==> src/design/lbgt_pkg.sv <==
package lbgt_pkg;

  localparam int X_W        = 10;
  localparam int Y_W        = 7;
  localparam int DIST_W     = 10;
  localparam int MB_W       = 7;
  localparam int ACT_W      = 2;
  localparam int CFG_IDX_W  = 1;
  localparam int CFG_DATA_W = 10;

  // distance to a saturated center stays below 2^(X_W+1)
  localparam int ROOT_W = X_W + 1;
  localparam int SQ_W   = 2 * ROOT_W;
  localparam int REM_W  = ROOT_W + 3;
  localparam int ITER   = ROOT_W;
  localparam int CNT_W  = $clog2(ITER + 1);

  localparam logic [X_W-1:0]    X_MAX   = '1;
  localparam logic [Y_W-1:0]    Y_MAX   = '1;
  localparam logic [DIST_W-1:0] NO_BEST = '1;

  localparam logic [X_W-1:0]    LEFT_START_X     = X_W'(160);
  localparam logic [X_W-1:0]    RIGHT_START_X    = X_W'(480);
  localparam logic [Y_W-1:0]    START_Y          = Y_W'(45);
  localparam logic [MB_W-1:0]   MIN_BOTTOM_RST   = MB_W'(60);
  localparam logic [DIST_W-1:0] MAX_DISTANCE_RST = DIST_W'(120);

  typedef enum logic [ACT_W-1:0] {
    ACT_BOX     = 2'd0,
    ACT_BOX_EOF = 2'd1,
    ACT_EOF     = 2'd2
  } action_e;

  typedef enum logic [CFG_IDX_W-1:0] {
    REG_MIN_BOTTOM   = 1'b0,
    REG_MAX_DISTANCE = 1'b1
  } cfg_reg_e;

  typedef struct packed {
    logic load;
    logic center;
    logic square;
    logic start;
    logic update;
    logic emit;
  } ctrl_cmd_t;

  typedef struct packed {
    logic is_box;
    logic is_eof;
    logic sqrt_done;
    logic out_busy;
  } dp_status_t;

endpackage

==> src/design/lbgt_isqrt.sv <==
module lbgt_isqrt (
  input  logic                       clk_i,
  input  logic                       rst_ni,
  input  logic                       start_i,
  input  logic [lbgt_pkg::SQ_W-1:0]  radicand_i,
  output logic                       done_o,
  output logic [lbgt_pkg::ROOT_W-1:0] root_o
);
  import lbgt_pkg::*;

  logic                run_q, run_d;
  logic                done_q, done_d;
  logic [CNT_W-1:0]    cnt_q, cnt_d;
  logic [SQ_W-1:0]     rad_q, rad_d;
  logic [REM_W-1:0]    rem_q, rem_d;
  logic [ROOT_W-1:0]   root_q, root_d;
  logic [REM_W-1:0]    rem_sh;
  logic [REM_W-1:0]    trial;

  assign rem_sh = {rem_q[REM_W-3:0], rad_q[SQ_W-1 -: 2]};
  assign trial  = REM_W'({root_q, 2'b01});

  always_comb begin
    run_d  = run_q;
    done_d = 1'b0;
    cnt_d  = cnt_q;
    rad_d  = rad_q;
    rem_d  = rem_q;
    root_d = root_q;
    if (start_i) begin
      run_d  = 1'b1;
      cnt_d  = CNT_W'(ITER);
      rad_d  = radicand_i;
      rem_d  = '0;
      root_d = '0;
    end else if (run_q) begin
      rad_d = {rad_q[SQ_W-3:0], 2'b00};
      cnt_d = cnt_q - 1'b1;
      if (rem_sh >= trial) begin
        rem_d  = rem_sh - trial;
        root_d = {root_q[ROOT_W-2:0], 1'b1};
      end else begin
        rem_d  = rem_sh;
        root_d = {root_q[ROOT_W-2:0], 1'b0};
      end
      if (cnt_q == CNT_W'(1)) begin
        run_d  = 1'b0;
        done_d = 1'b1;
      end
    end
  end

  always_ff @(posedge clk_i or negedge rst_ni) begin
    if (!rst_ni) begin
      run_q  <= 1'b0;
      done_q <= 1'b0;
      cnt_q  <= '0;
    end else begin
      run_q  <= run_d;
      done_q <= done_d;
      cnt_q  <= cnt_d;
    end
  end

  always_ff @(posedge clk_i) begin
    rad_q  <= rad_d;
    rem_q  <= rem_d;
    root_q <= root_d;
  end

  assign done_o = done_q;
  assign root_o = root_q;

endmodule

==> src/design/lbgt_datapath.sv <==
module lbgt_datapath (
  input  logic                           clk_i,
  input  logic                           rst_ni,
  input  lbgt_pkg::ctrl_cmd_t            cmd_i,
  output lbgt_pkg::dp_status_t           status_o,
  input  logic                           cfg_we_i,
  input  logic [lbgt_pkg::CFG_IDX_W-1:0] cfg_index_i,
  input  logic [lbgt_pkg::CFG_DATA_W-1:0] cfg_data_i,
  input  logic [lbgt_pkg::ACT_W-1:0]     action_i,
  input  logic [lbgt_pkg::X_W-1:0]       box_left_i,
  input  logic [lbgt_pkg::Y_W-1:0]       box_top_i,
  input  logic [lbgt_pkg::X_W-1:0]       box_width_i,
  input  logic [lbgt_pkg::Y_W-1:0]       box_height_i,
  input  logic                           out_stall_i,
  output logic                           out_valid_o,
  output logic [lbgt_pkg::X_W-1:0]       error_x_o
);
  import lbgt_pkg::*;

  function automatic logic [X_W-1:0] abs_diff(logic [X_W-1:0] a, logic [X_W-1:0] b);
    return (a > b) ? (a - b) : (b - a);
  endfunction

  logic [MB_W-1:0]   min_bottom_q;
  logic [DIST_W-1:0] max_distance_q;

  logic [ACT_W-1:0] act_q;
  logic [X_W-1:0]   left_q, width_q;
  logic [Y_W-1:0]   top_q, height_q;

  logic [X_W-1:0]    cx_q, lx_q, rx_q;
  logic [Y_W-1:0]    cy_q, ly_q, ry_q;
  logic              low_q;
  logic [DIST_W-1:0] best_l_q, best_r_q;
  logic [SQ_W-1:0]   sq_l_q, sq_r_q;
  logic              out_valid_q, out_valid_d;
  logic [X_W-1:0]    error_x_q;

  // center with round half to even, then saturation
  logic [X_W+1:0] sum_x;
  logic [Y_W+1:0] sum_y;
  logic [X_W:0]   half_x;
  logic [Y_W:0]   half_y;
  logic [X_W-1:0] cx;
  logic [Y_W-1:0] cy;
  logic [Y_W:0]   bottom;

  assign sum_x  = {1'b0, left_q, 1'b0} + (X_W+2)'(width_q);
  assign sum_y  = {1'b0, top_q, 1'b0} + (Y_W+2)'(height_q);
  assign half_x = sum_x[X_W+1:1] + (X_W+1)'(sum_x[0] & sum_x[1]);
  assign half_y = sum_y[Y_W+1:1] + (Y_W+1)'(sum_y[0] & sum_y[1]);
  assign cx     = half_x[X_W] ? X_MAX : half_x[X_W-1:0];
  assign cy     = half_y[Y_W] ? Y_MAX : half_y[Y_W-1:0];
  assign bottom = (Y_W+1)'(top_q) + (Y_W+1)'(height_q);

  // squared distances
  logic [X_W-1:0]   dx_l, dx_r;
  logic [Y_W-1:0]   dy_l, dy_r;
  logic [2*X_W-1:0] dxx_l, dxx_r;
  logic [2*Y_W-1:0] dyy_l, dyy_r;

  assign dx_l  = abs_diff(cx_q, lx_q);
  assign dx_r  = abs_diff(cx_q, rx_q);
  assign dy_l  = Y_W'(abs_diff(X_W'(cy_q), X_W'(ly_q)));
  assign dy_r  = Y_W'(abs_diff(X_W'(cy_q), X_W'(ry_q)));
  assign dxx_l = dx_l * dx_l;
  assign dxx_r = dx_r * dx_r;
  assign dyy_l = dy_l * dy_l;
  assign dyy_r = dy_r * dy_r;

  logic              done_l, done_r;
  logic [ROOT_W-1:0] root_l, root_r;

  lbgt_isqrt u_isqrt_l (
    .clk_i      (clk_i),
    .rst_ni     (rst_ni),
    .start_i    (cmd_i.start),
    .radicand_i (sq_l_q),
    .done_o     (done_l),
    .root_o     (root_l)
  );

  lbgt_isqrt u_isqrt_r (
    .clk_i      (clk_i),
    .rst_ni     (rst_ni),
    .start_i    (cmd_i.start),
    .radicand_i (sq_r_q),
    .done_o     (done_r),
    .root_o     (root_r)
  );

  logic hit_l, hit_r;
  assign hit_l = low_q && (ROOT_W'(best_l_q) > root_l) && (root_l < ROOT_W'(max_distance_q));
  assign hit_r = low_q && (ROOT_W'(best_r_q) > root_r) && (root_r < ROOT_W'(max_distance_q));

  logic [X_W:0] mid_sum;
  assign mid_sum = (X_W+1)'(lx_q) + (X_W+1)'(rx_q);

  always_ff @(posedge clk_i or negedge rst_ni) begin
    if (!rst_ni) begin
      min_bottom_q   <= MIN_BOTTOM_RST;
      max_distance_q <= MAX_DISTANCE_RST;
    end else if (cfg_we_i) begin
      unique case (cfg_index_i)
        REG_MIN_BOTTOM:   min_bottom_q   <= cfg_data_i[MB_W-1:0];
        REG_MAX_DISTANCE: max_distance_q <= cfg_data_i[DIST_W-1:0];
        default: ;
      endcase
    end
  end

  always_ff @(posedge clk_i or negedge rst_ni) begin
    if (!rst_ni) begin
      lx_q        <= LEFT_START_X;
      ly_q        <= START_Y;
      rx_q        <= RIGHT_START_X;
      ry_q        <= START_Y;
      best_l_q    <= NO_BEST;
      best_r_q    <= NO_BEST;
      out_valid_q <= 1'b0;
    end else begin
      out_valid_q <= out_valid_d;
      if (cmd_i.update && hit_l) begin
        lx_q     <= cx_q;
        ly_q     <= cy_q;
        best_l_q <= root_l[DIST_W-1:0];
      end
      if (cmd_i.update && hit_r) begin
        rx_q     <= cx_q;
        ry_q     <= cy_q;
        best_r_q <= root_r[DIST_W-1:0];
      end
      if (cmd_i.emit) begin
        best_l_q <= NO_BEST;
        best_r_q <= NO_BEST;
      end
    end
  end

  always_comb begin
    out_valid_d = out_valid_q;
    if (cmd_i.emit) begin
      out_valid_d = 1'b1;
    end else if (out_valid_q && !out_stall_i) begin
      out_valid_d = 1'b0;
    end
  end

  always_ff @(posedge clk_i) begin
    if (cmd_i.load) begin
      act_q    <= action_i;
      left_q   <= box_left_i;
      top_q    <= box_top_i;
      width_q  <= box_width_i;
      height_q <= box_height_i;
    end
    if (cmd_i.center) begin
      cx_q  <= cx;
      cy_q  <= cy;
      low_q <= bottom > (Y_W+1)'(min_bottom_q);
    end
    if (cmd_i.square) begin
      sq_l_q <= SQ_W'(dxx_l) + SQ_W'(dyy_l);
      sq_r_q <= SQ_W'(dxx_r) + SQ_W'(dyy_r);
    end
    if (cmd_i.emit) begin
      error_x_q <= mid_sum[X_W:1];
    end
  end

  assign status_o.is_box    = (act_q == ACT_BOX) || (act_q == ACT_BOX_EOF);
  assign status_o.is_eof    = (act_q != ACT_BOX);
  assign status_o.sqrt_done = done_l & done_r;
  assign status_o.out_busy  = out_valid_q & out_stall_i;

  assign out_valid_o = out_valid_q;
  assign error_x_o   = error_x_q;

  logic [SQ_W+1:0] root_lo_sq, root_hi_sq;
  assign root_lo_sq = (SQ_W+2)'(root_l) * (SQ_W+2)'(root_l);
  assign root_hi_sq = ((SQ_W+2)'(root_l) + 1'b1) * ((SQ_W+2)'(root_l) + 1'b1);

  a_emit_free: assert property (@(posedge clk_i) disable iff (!rst_ni)
    cmd_i.emit |-> !(out_valid_q && out_stall_i))
    else $error("frame result overwrote a pending transfer");

  a_best_cleared: assert property (@(posedge clk_i) disable iff (!rst_ni)
    cmd_i.emit |=> (best_l_q == NO_BEST) && (best_r_q == NO_BEST))
    else $error("best distances not cleared at frame end");

  a_root_exact: assert property (@(posedge clk_i) disable iff (!rst_ni)
    done_l |-> (root_lo_sq <= (SQ_W+2)'(sq_l_q)) && (root_hi_sq > (SQ_W+2)'(sq_l_q)))
    else $error("square root result out of range");

endmodule

==> src/design/lbgt_ctrl.sv <==
module lbgt_ctrl (
  input  logic                 clk_i,
  input  logic                 rst_ni,
  input  logic                 in_valid_i,
  output logic                 in_stall_o,
  input  lbgt_pkg::dp_status_t status_i,
  output lbgt_pkg::ctrl_cmd_t  cmd_o
);
  import lbgt_pkg::*;

  typedef enum logic [6:0] {
    S_IDLE   = 7'b0000001,
    S_CENTER = 7'b0000010,
    S_SQUARE = 7'b0000100,
    S_START  = 7'b0001000,
    S_ROOT   = 7'b0010000,
    S_UPDATE = 7'b0100000,
    S_EMIT   = 7'b1000000
  } state_e;

  state_e state_q, state_d;

  always_comb begin
    state_d    = state_q;
    cmd_o      = '0;
    in_stall_o = 1'b1;
    unique case (state_q)
      S_IDLE: begin
        in_stall_o = 1'b0;
        if (in_valid_i) begin
          cmd_o.load = 1'b1;
          state_d    = S_CENTER;
        end
      end
      S_CENTER: begin
        cmd_o.center = 1'b1;
        state_d      = status_i.is_box ? S_SQUARE : S_EMIT;
      end
      S_SQUARE: begin
        cmd_o.square = 1'b1;
        state_d      = S_START;
      end
      S_START: begin
        cmd_o.start = 1'b1;
        state_d     = S_ROOT;
      end
      S_ROOT: begin
        if (status_i.sqrt_done) begin
          state_d = S_UPDATE;
        end
      end
      S_UPDATE: begin
        cmd_o.update = 1'b1;
        state_d      = status_i.is_eof ? S_EMIT : S_IDLE;
      end
      S_EMIT: begin
        if (!status_i.out_busy) begin
          cmd_o.emit = 1'b1;
          state_d    = S_IDLE;
        end
      end
      default: state_d = S_IDLE;
    endcase
  end

  always_ff @(posedge clk_i or negedge rst_ni) begin
    if (!rst_ni) begin
      state_q <= S_IDLE;
    end else begin
      state_q <= state_d;
    end
  end

  a_root_wait: assert property (@(posedge clk_i) disable iff (!rst_ni)
    status_i.sqrt_done |-> (state_q == S_ROOT))
    else $error("root finished outside of its wait state");

endmodule

==> src/design/lane_blob_gated_tracker_unit.sv <==
// Tracks a left and a right lane point from the blob bounding boxes of each
// frame, one box per input transfer, and returns the floor midpoint x of the
// two points as one output transfer at every end of frame. A box item passes the
// center, square, start, root and update states before the next one is taken;
// the root state waits for the bit-serial integer square root, one root bit per
// cycle over 11 bits (both points run their own root unit in parallel). A box
// ending the frame adds the emit state; a lone frame end goes center then emit.
// The result sits in an output register, so new items are taken while it waits;
// a frame end only stalls when the previous result is still not transferred.
// Configuration writes are taken at any cycle and belong between items.
module lane_blob_gated_tracker_unit (
  input  logic                            clk_i,
  input  logic                            rst_ni,
  input  logic                            cfg_we_i,
  input  logic [lbgt_pkg::CFG_IDX_W-1:0]  cfg_index_i,
  input  logic [lbgt_pkg::CFG_DATA_W-1:0] cfg_data_i,
  input  logic                            in_valid_i,
  output logic                            in_stall_o,
  input  logic [lbgt_pkg::ACT_W-1:0]      action_i,
  input  logic [lbgt_pkg::X_W-1:0]        box_left_i,
  input  logic [lbgt_pkg::Y_W-1:0]        box_top_i,
  input  logic [lbgt_pkg::X_W-1:0]        box_width_i,
  input  logic [lbgt_pkg::Y_W-1:0]        box_height_i,
  output logic                            out_valid_o,
  input  logic                            out_stall_i,
  output logic [lbgt_pkg::X_W-1:0]        error_x_o
);
  import lbgt_pkg::*;

  ctrl_cmd_t  cmd;
  dp_status_t status;

  lbgt_ctrl u_ctrl (
    .clk_i      (clk_i),
    .rst_ni     (rst_ni),
    .in_valid_i (in_valid_i),
    .in_stall_o (in_stall_o),
    .status_i   (status),
    .cmd_o      (cmd)
  );

  lbgt_datapath u_datapath (
    .clk_i        (clk_i),
    .rst_ni       (rst_ni),
    .cmd_i        (cmd),
    .status_o     (status),
    .cfg_we_i     (cfg_we_i),
    .cfg_index_i  (cfg_index_i),
    .cfg_data_i   (cfg_data_i),
    .action_i     (action_i),
    .box_left_i   (box_left_i),
    .box_top_i    (box_top_i),
    .box_width_i  (box_width_i),
    .box_height_i (box_height_i),
    .out_stall_i  (out_stall_i),
    .out_valid_o  (out_valid_o),
    .error_x_o    (error_x_o)
  );

endmodule

==> config.mk <==
export PLATFORM = sky130hd
export DESIGN_NAME = lane_blob_gated_tracker_unit
export DESIGN_NICKNAME = d
export VERILOG_FILES = /design/src/design/lbgt_pkg.sv /design/src/design/lbgt_isqrt.sv /design/src/design/lbgt_datapath.sv /design/src/design/lbgt_ctrl.sv /design/src/design/lane_blob_gated_tracker_unit.sv
export SDC_FILE = /design/constraint.sdc
export NUM_CORES = 1
export LEC_CHECK = 0
export BUFFER_PORTS_ARGS = -buffer_cell sky130_fd_sc_hd__buf_2
export CORE_MARGIN = 4
export CORE_UTILIZATION = 63
export DETAILED_ROUTE_END_ITERATION = 6
export GPL_ROUTABILITY_DRIVEN = 0
export PLACE_DENSITY_LB_ADDON = 0.12
export SLEW_MARGIN = 20
export SYNTH_ARGS = -nofsm -noshare
export SYNTH_HDL_FRONTEND = slang
export SYNTH_SLANG_ARGS = --single-unit
==> constraint.sdc <==
create_clock -name clk_i -period 15.34 [get_ports clk_i]
set_input_delay 0.767 -clock clk_i [delete_from_list [all_inputs] [get_ports clk_i]]
set_output_delay 0.767 -clock clk_i [all_outputs]
set_load 0.02 [all_outputs]
# Yosys cells after proc, flatten, opt, wreduce, memory -nomap -nowiden
# Index checks and enable logic that the tools add are counted.
dict set report totals {
  register_bits 289
  input_bits 52
  elab_cells 154
}
dict set report op_classes {
  n_addsub 20
  multipliers 4
  n_lt_le_gt_ge 11
  n_eq_ne 13
  mux 49
  n_bitwise 5
  n_reduce_logical 19
}
# op n
set ops {}
lappend ops {{22-bit two-way mux} 4}
lappend ops {{10-bit two-way mux} 6}
lappend ops {{7-bit two-way mux} 7}
lappend ops {{7-bit one-hot mux with 7 select lines} 1}
lappend ops {{20-bit by 14-bit adder with 21-bit output} 2}
lappend ops {{10-bit by 10-bit multiplier with 20-bit output} 2}
lappend ops {{10-bit subtractor} 4}
lappend ops {{14-bit by 13-bit greater-or-equal comparator with 1-bit output} 2}
lappend ops {{7-bit by 7-bit multiplier with 14-bit output} 2}
lappend ops {{7-bit subtractor} 4}
lappend ops {{1-bit two-way mux} 25}
lappend ops {{12-bit two-way mux} 2}
lappend ops {{12-bit subtractor} 2}
lappend ops {{10-bit by 11-bit greater-than comparator with 1-bit output} 2}
lappend ops {{11-bit by 10-bit < comparator with 1-bit output} 2}
lappend ops {{10-bit greater-than comparator} 2}
lappend ops {{4-bit two-way mux} 4}
lappend ops {{7-bit greater-than comparator} 2}
lappend ops {{11-bit by 10-bit adder with 12-bit output} 1}
lappend ops {{2-bit nonzero test} 6}
lappend ops {{10-bit by 10-bit adder with 11-bit output} 1}
lappend ops {{11-bit adder} 1}
lappend ops {{8-bit by 7-bit adder with 9-bit output} 1}
lappend ops {{7-bit by 7-bit adder with 8-bit output} 1}
lappend ops {{other kinds (21)} 35}

# Longest topological paths before layout
dict set report depth {
  ltp_word 6
  ltp_mapped 35
  ltp_nobuf 33
}

# Modules after synthesis
# A second synthesis with hierarchy kept.
dict set report hier_totals {
  hier_cells 2648
  hier_area_um2 26037.5
}
# module instances cells_each area_per_inst_um2
set modules_own_cells {}
lappend modules_own_cells {lbgt_datapath 1 2087 20178.1}
lappend modules_own_cells {lbgt_isqrt 2 255 2697.6}
lappend modules_own_cells {lbgt_ctrl 1 51 464.2}

# Worst setup path before layout
# OpenSTA, ideal clock, no wires.
dict set report synth_path {
  kind {register to register}
  startpoint {register u_datapath.cx_q[0]}
  endpoint {register u_datapath.sq_r_q[20] (data pin)}
  setup_time_ps 257
  t_arrival_ps 7947
  required_ps 15083
  path_slack_ps 7136
  path_stages_with_launch 35
  n_path_buf 2
  period_less_slack_ps 8204
  cell_sequence {edfxtp_1 -> inv_1 -> ha_1 -> inv_1 -> fa_1 -> a211o_1 -> a211o_2 -> a31oi_4 -> or2_1 -> buf_6 -> mux2i_2 -> o211ai_1 -> a31oi_1 -> xor2_1 -> buf_4 -> nor2_1 -> fa_1 -> inv_1 -> fa_1 -> fa_1 -> inv_1 -> fa_1 -> fa_1 -> inv_1 -> fa_1 -> inv_1 -> ha_1 -> o21a_1 -> a21boi_0 -> o211ai_1 -> a21boi_0 -> o21ai_0 -> a21oi_1 -> nand4_1 -> o2111a_1}
}
dict set report synth_via {
  elab_chain_cells 4
  elab_cells_between_ends 6
}
# item line
set synth_rtl {}
lappend synth_rtl {{from (decl)} lbgt_datapath.sv:31} ;# logic [X_W-1:0] cx_q, lx_q, rx_q;
lappend synth_rtl {{from (signal assigned)} lbgt_datapath.sv:158} ;# cx_q <= cx;
lappend synth_rtl {{10-bit subtractor / 10-bit greater-than comparator (equally long branches)} lbgt_datapath.sv:21} ;# return (a > b) ? (a - b) : (b - a);
lappend synth_rtl {{10-bit two-way mux *} lbgt_datapath.sv:21}
lappend synth_rtl {{10-bit by 10-bit multiplier with 20-bit output *} lbgt_datapath.sv:67} ;# assign dxx_r = dx_r * dx_r;
lappend synth_rtl {{20-bit by 14-bit adder with 21-bit output *} lbgt_datapath.sv:164} ;# sq_r_q <= SQ_W'(dxx_r) + SQ_W'(dyy_r);
lappend synth_rtl {{to (signal assigned)} lbgt_datapath.sv:164}
lappend synth_rtl {{to (decl)} lbgt_datapath.sv:35} ;# logic [SQ_W-1:0] sq_l_q, sq_r_q;
# Every way passes the cells marked *; elsewhere a longest branch is shown, timed or not.
# A chain may end at the register's enable or synchronous reset.

# Worst setup path after layout
# Ends and elaborated chain as after synthesis.

==> flow_summary.toml <==
[cells_and_area]
multi_input_area_mm2 = 0.0157
final_common_cell = "inv_1"
fillerInstances = 3112
drive_above_1_share = 0.0917
final_cell_mix = "inv_1 (437), ha_1 (322), nand2_1 (264), fa_1 (190), nor2_1 (170)"
regArea_mm2 = 0.00776
syn_to_final_growth_pct = 7.53
fin_nets = 3232
final-instance-count-excl-fill = 3219

[yosys]
ys_top_cells_by_area = "edfxtp_1 (18%), ha_1 (16%), fa_1 (15%), inv_1 (6.5%), dfrtp_1 (4.7%)"
synth-edff-count = 150
synth_area_mm2 = 0.0253
synth_top_cell_by_area = "edfxtp_1"
ys_seq_elements = 287
synthArstFlopShare = 0.317
yosysWarnings = 0
syn-instance-count = 2624
synth_seq_area_share = 0.306
syn-num-nets = 3188
synth.avg_cell_area_um2 = 9.66
synth.distinct_cells = 81
synth_ff_type = "edfxtp_1"
synth_top_area_frac = 0.178

[clock_network]
clkTransAtPathRegs_ps = 60
cts_tree = "yes"
cts_max_level = 2
cts_resized = 0
cts_root_buffer = "clkbuf_16"
cts_buffers = 34
cts_setup_buffers = 0
ctsHoldBuffers = 0
clk_latency_ps = 550
clk_path_buf_depth = 3
cts.sinks = 287

[floorplanning]
die_x_um = 209
floorplan.initialDensity = 0.638
die-area_mm2 = 0.0435
core_mm2 = 0.0397
pin_count = 64
rows = 73
die_h_um = 209

[drt]
drc = 1
wl_per_cell_um = 16.6
dr.pass1.iters = 7
totalWireLength_mm = 53.3
via_per_inst = 5.59
num_vias = 18000
dr.first_iter.drc_count = 1053
ant_nets = 0

[flow_run]
cap_violations = 0

[placement]
hpwl_mm = 41.6
port_buffers = 63
dp_cells = 3156

[sta]
slew_headroom = 0.304
max_slew.worst_pin.slew_ps = 1040
finalMaxSlewViolations = 0
setup_viol = 0
skew_ps = 21.2
rsz0062_at_grt = "no"
max_freq_mhz = 106
fin_tns_setup_ps = 0
period_minus_slack_ps = 9440
fin_crit_sh = 0.615
hold_viol = 0

[worst_setup_path]
worstPathArrival_ps = 9740
worstSetupEndpointType = "flip-flop"
critPathKind = "reg2reg"
startpoint_type = "flip-flop"
rr_worst_depth = 31
critPathMaxStageDelay_ps = 560
cp_common_cell = "fa_1"
crit_fanout = 14
required_ps = 15640
cp.depth = 31
critPathSlowestCell = "xor2_2"
cp_num_buf_inv = 5
cpLargestDelayFamily = "adder cells"

[global_routing]
grt.overflow.total = 0
track_usage = 0.252
grt_max_degree = 72
grt_pass1_wl_mm = 90.9
grt_pass1_vias = 19000
antenna_found_initial = 2

[status]
status = "complete, but fails checks"
violations = "DRC"

[hold_path]
hp-class = "in2async"
synth_stat cells, drive strengths merged, types with 26 or more instances:
master	number
inv	441
dfstp	43
ha	322
clkbuf	50
nand2b	45
xnor2	78
xor2	48
a21oi	118
fa	190
nor3	39
nand2	265
dfxtp	46
mux2i	59
nor2	173
o21ai	123
dfrtp	48
a21o	52
edfxtp	150
or2	30
nor2b	26
final timing paths:
| path | start | endpoint | slack (ps) |
|---|---|---|---|
| setup / recovery | u_datapath.cx_q[0] | u_datapath.sq_r_q[20] | 5900 |
| hold / removal | rst_ni | u_datapath.u_isqrt_l.cnt_q[0] | 220 |
| setup reg to reg | u_datapath.cx_q[0] | u_datapath.sq_r_q[20] | 5900 |
| hold reg to reg | u_datapath.ly_q[5] | u_datapath.ly_q[5] | 490 |
| max in group asynchronous | rst_ni | u_datapath.min_bottom_q[0] | 14030 |
| min in group clk_i | box_top_i[1] | u_datapath.top_q[1] | 390 |
routing by layer:
| layer | share of wire | wire length (um) | global-route usage |
|---|---|---|---|
| met5 | 0 | 0 | 0 |
| met4 | 0.032 | 1730 | 0.0810 |
| met3 | 0.045 | 2380 | 0.0421 |
| met2 | 0.49 | 25900 | 0.433 |
| met1 | 0.44 | 23300 | 0.328 |
cell families (layout without fill, tap and decap cells):
group / count (synthesis) / after routing / share of synthesized area
buf+inv: 511 / 580 / 0.0777
other cells: 0 / 1 / 0
fa+ha+maj: 512 / 512 / 0.309
mux: 79 / 79 / 0.0323
flops: 287 / 287 / 0.306
xor+xnor: 126 / 126 / 0.0444
compound gates: 434 / 434 / 0.108
simple gates: 675 / 675 / 0.122
through the flow:
stage                     hold slack (ps)  cell area (um^2)  utilization  worst slack [ps]
after CTS                             206             27200        0.685              5640
after global routing                  248             27300        0.686              5210
after detailed placement              464             26200        0.658              5690
after global placement                473             26100        0.658              6050
after floorplan                       424             25300            -              7140
final                                 218             27300        0.686              5900
worst reg2reg max path: cells and delay by family (launching register included):
kind	cells	cell delay, ps
AND/OR/NAND/NOR	3	790
flip-flops	1	440
buffers and inverters	5	340
AO/OA/AOI/OAI	12	2850
adder cells (fa/ha/maj)	9	3940
XOR/XNOR	1	560
multiplexers	1	310
layout make-up:
| type | count | area share |
|---|---|---|
| Multi-Input combinational cell | 1826 | 0.575 |
| Sequential cell | 287 | 0.285 |
| Inverter | 441 | 0.0607 |
| Clock buffer | 44 | 0.0345 |
| Tap cell | 525 | 0.0241 |
| Timing Repair Buffer | 78 | 0.0161 |
| Clock inverter | 17 | 0.00473 |
| Antenna cell | 1 | 0.0000918 |
state kept, by name (all words and copies together), names as in the netlist, 10 cells and up:
signal / cells
u_datapath.sq_l_q: 21
u_datapath.lx_q: 10
u_datapath.cx_q: 10
u_datapath.max_distance_q: 10
u_datapath.width_q: 10
u_datapath.u_isqrt_l.root_o: 11
u_datapath.sq_r_q: 21
u_datapath.u_isqrt_r.rad_q: 22
u_datapath.rx_q: 10
u_datapath.u_isqrt_r.rem_q: 12
u_datapath.best_l_q: 10
u_datapath.u_isqrt_l.rem_q: 12
u_datapath.left_q: 10
u_datapath.error_x_o: 10
u_datapath.u_isqrt_r.root_o: 11
u_datapath.best_r_q: 10
u_datapath.u_isqrt_l.rad_q: 22
Power is not shown: default switching activity piles up to over one toggle a cycle in this logic, so the estimate is an artifact.
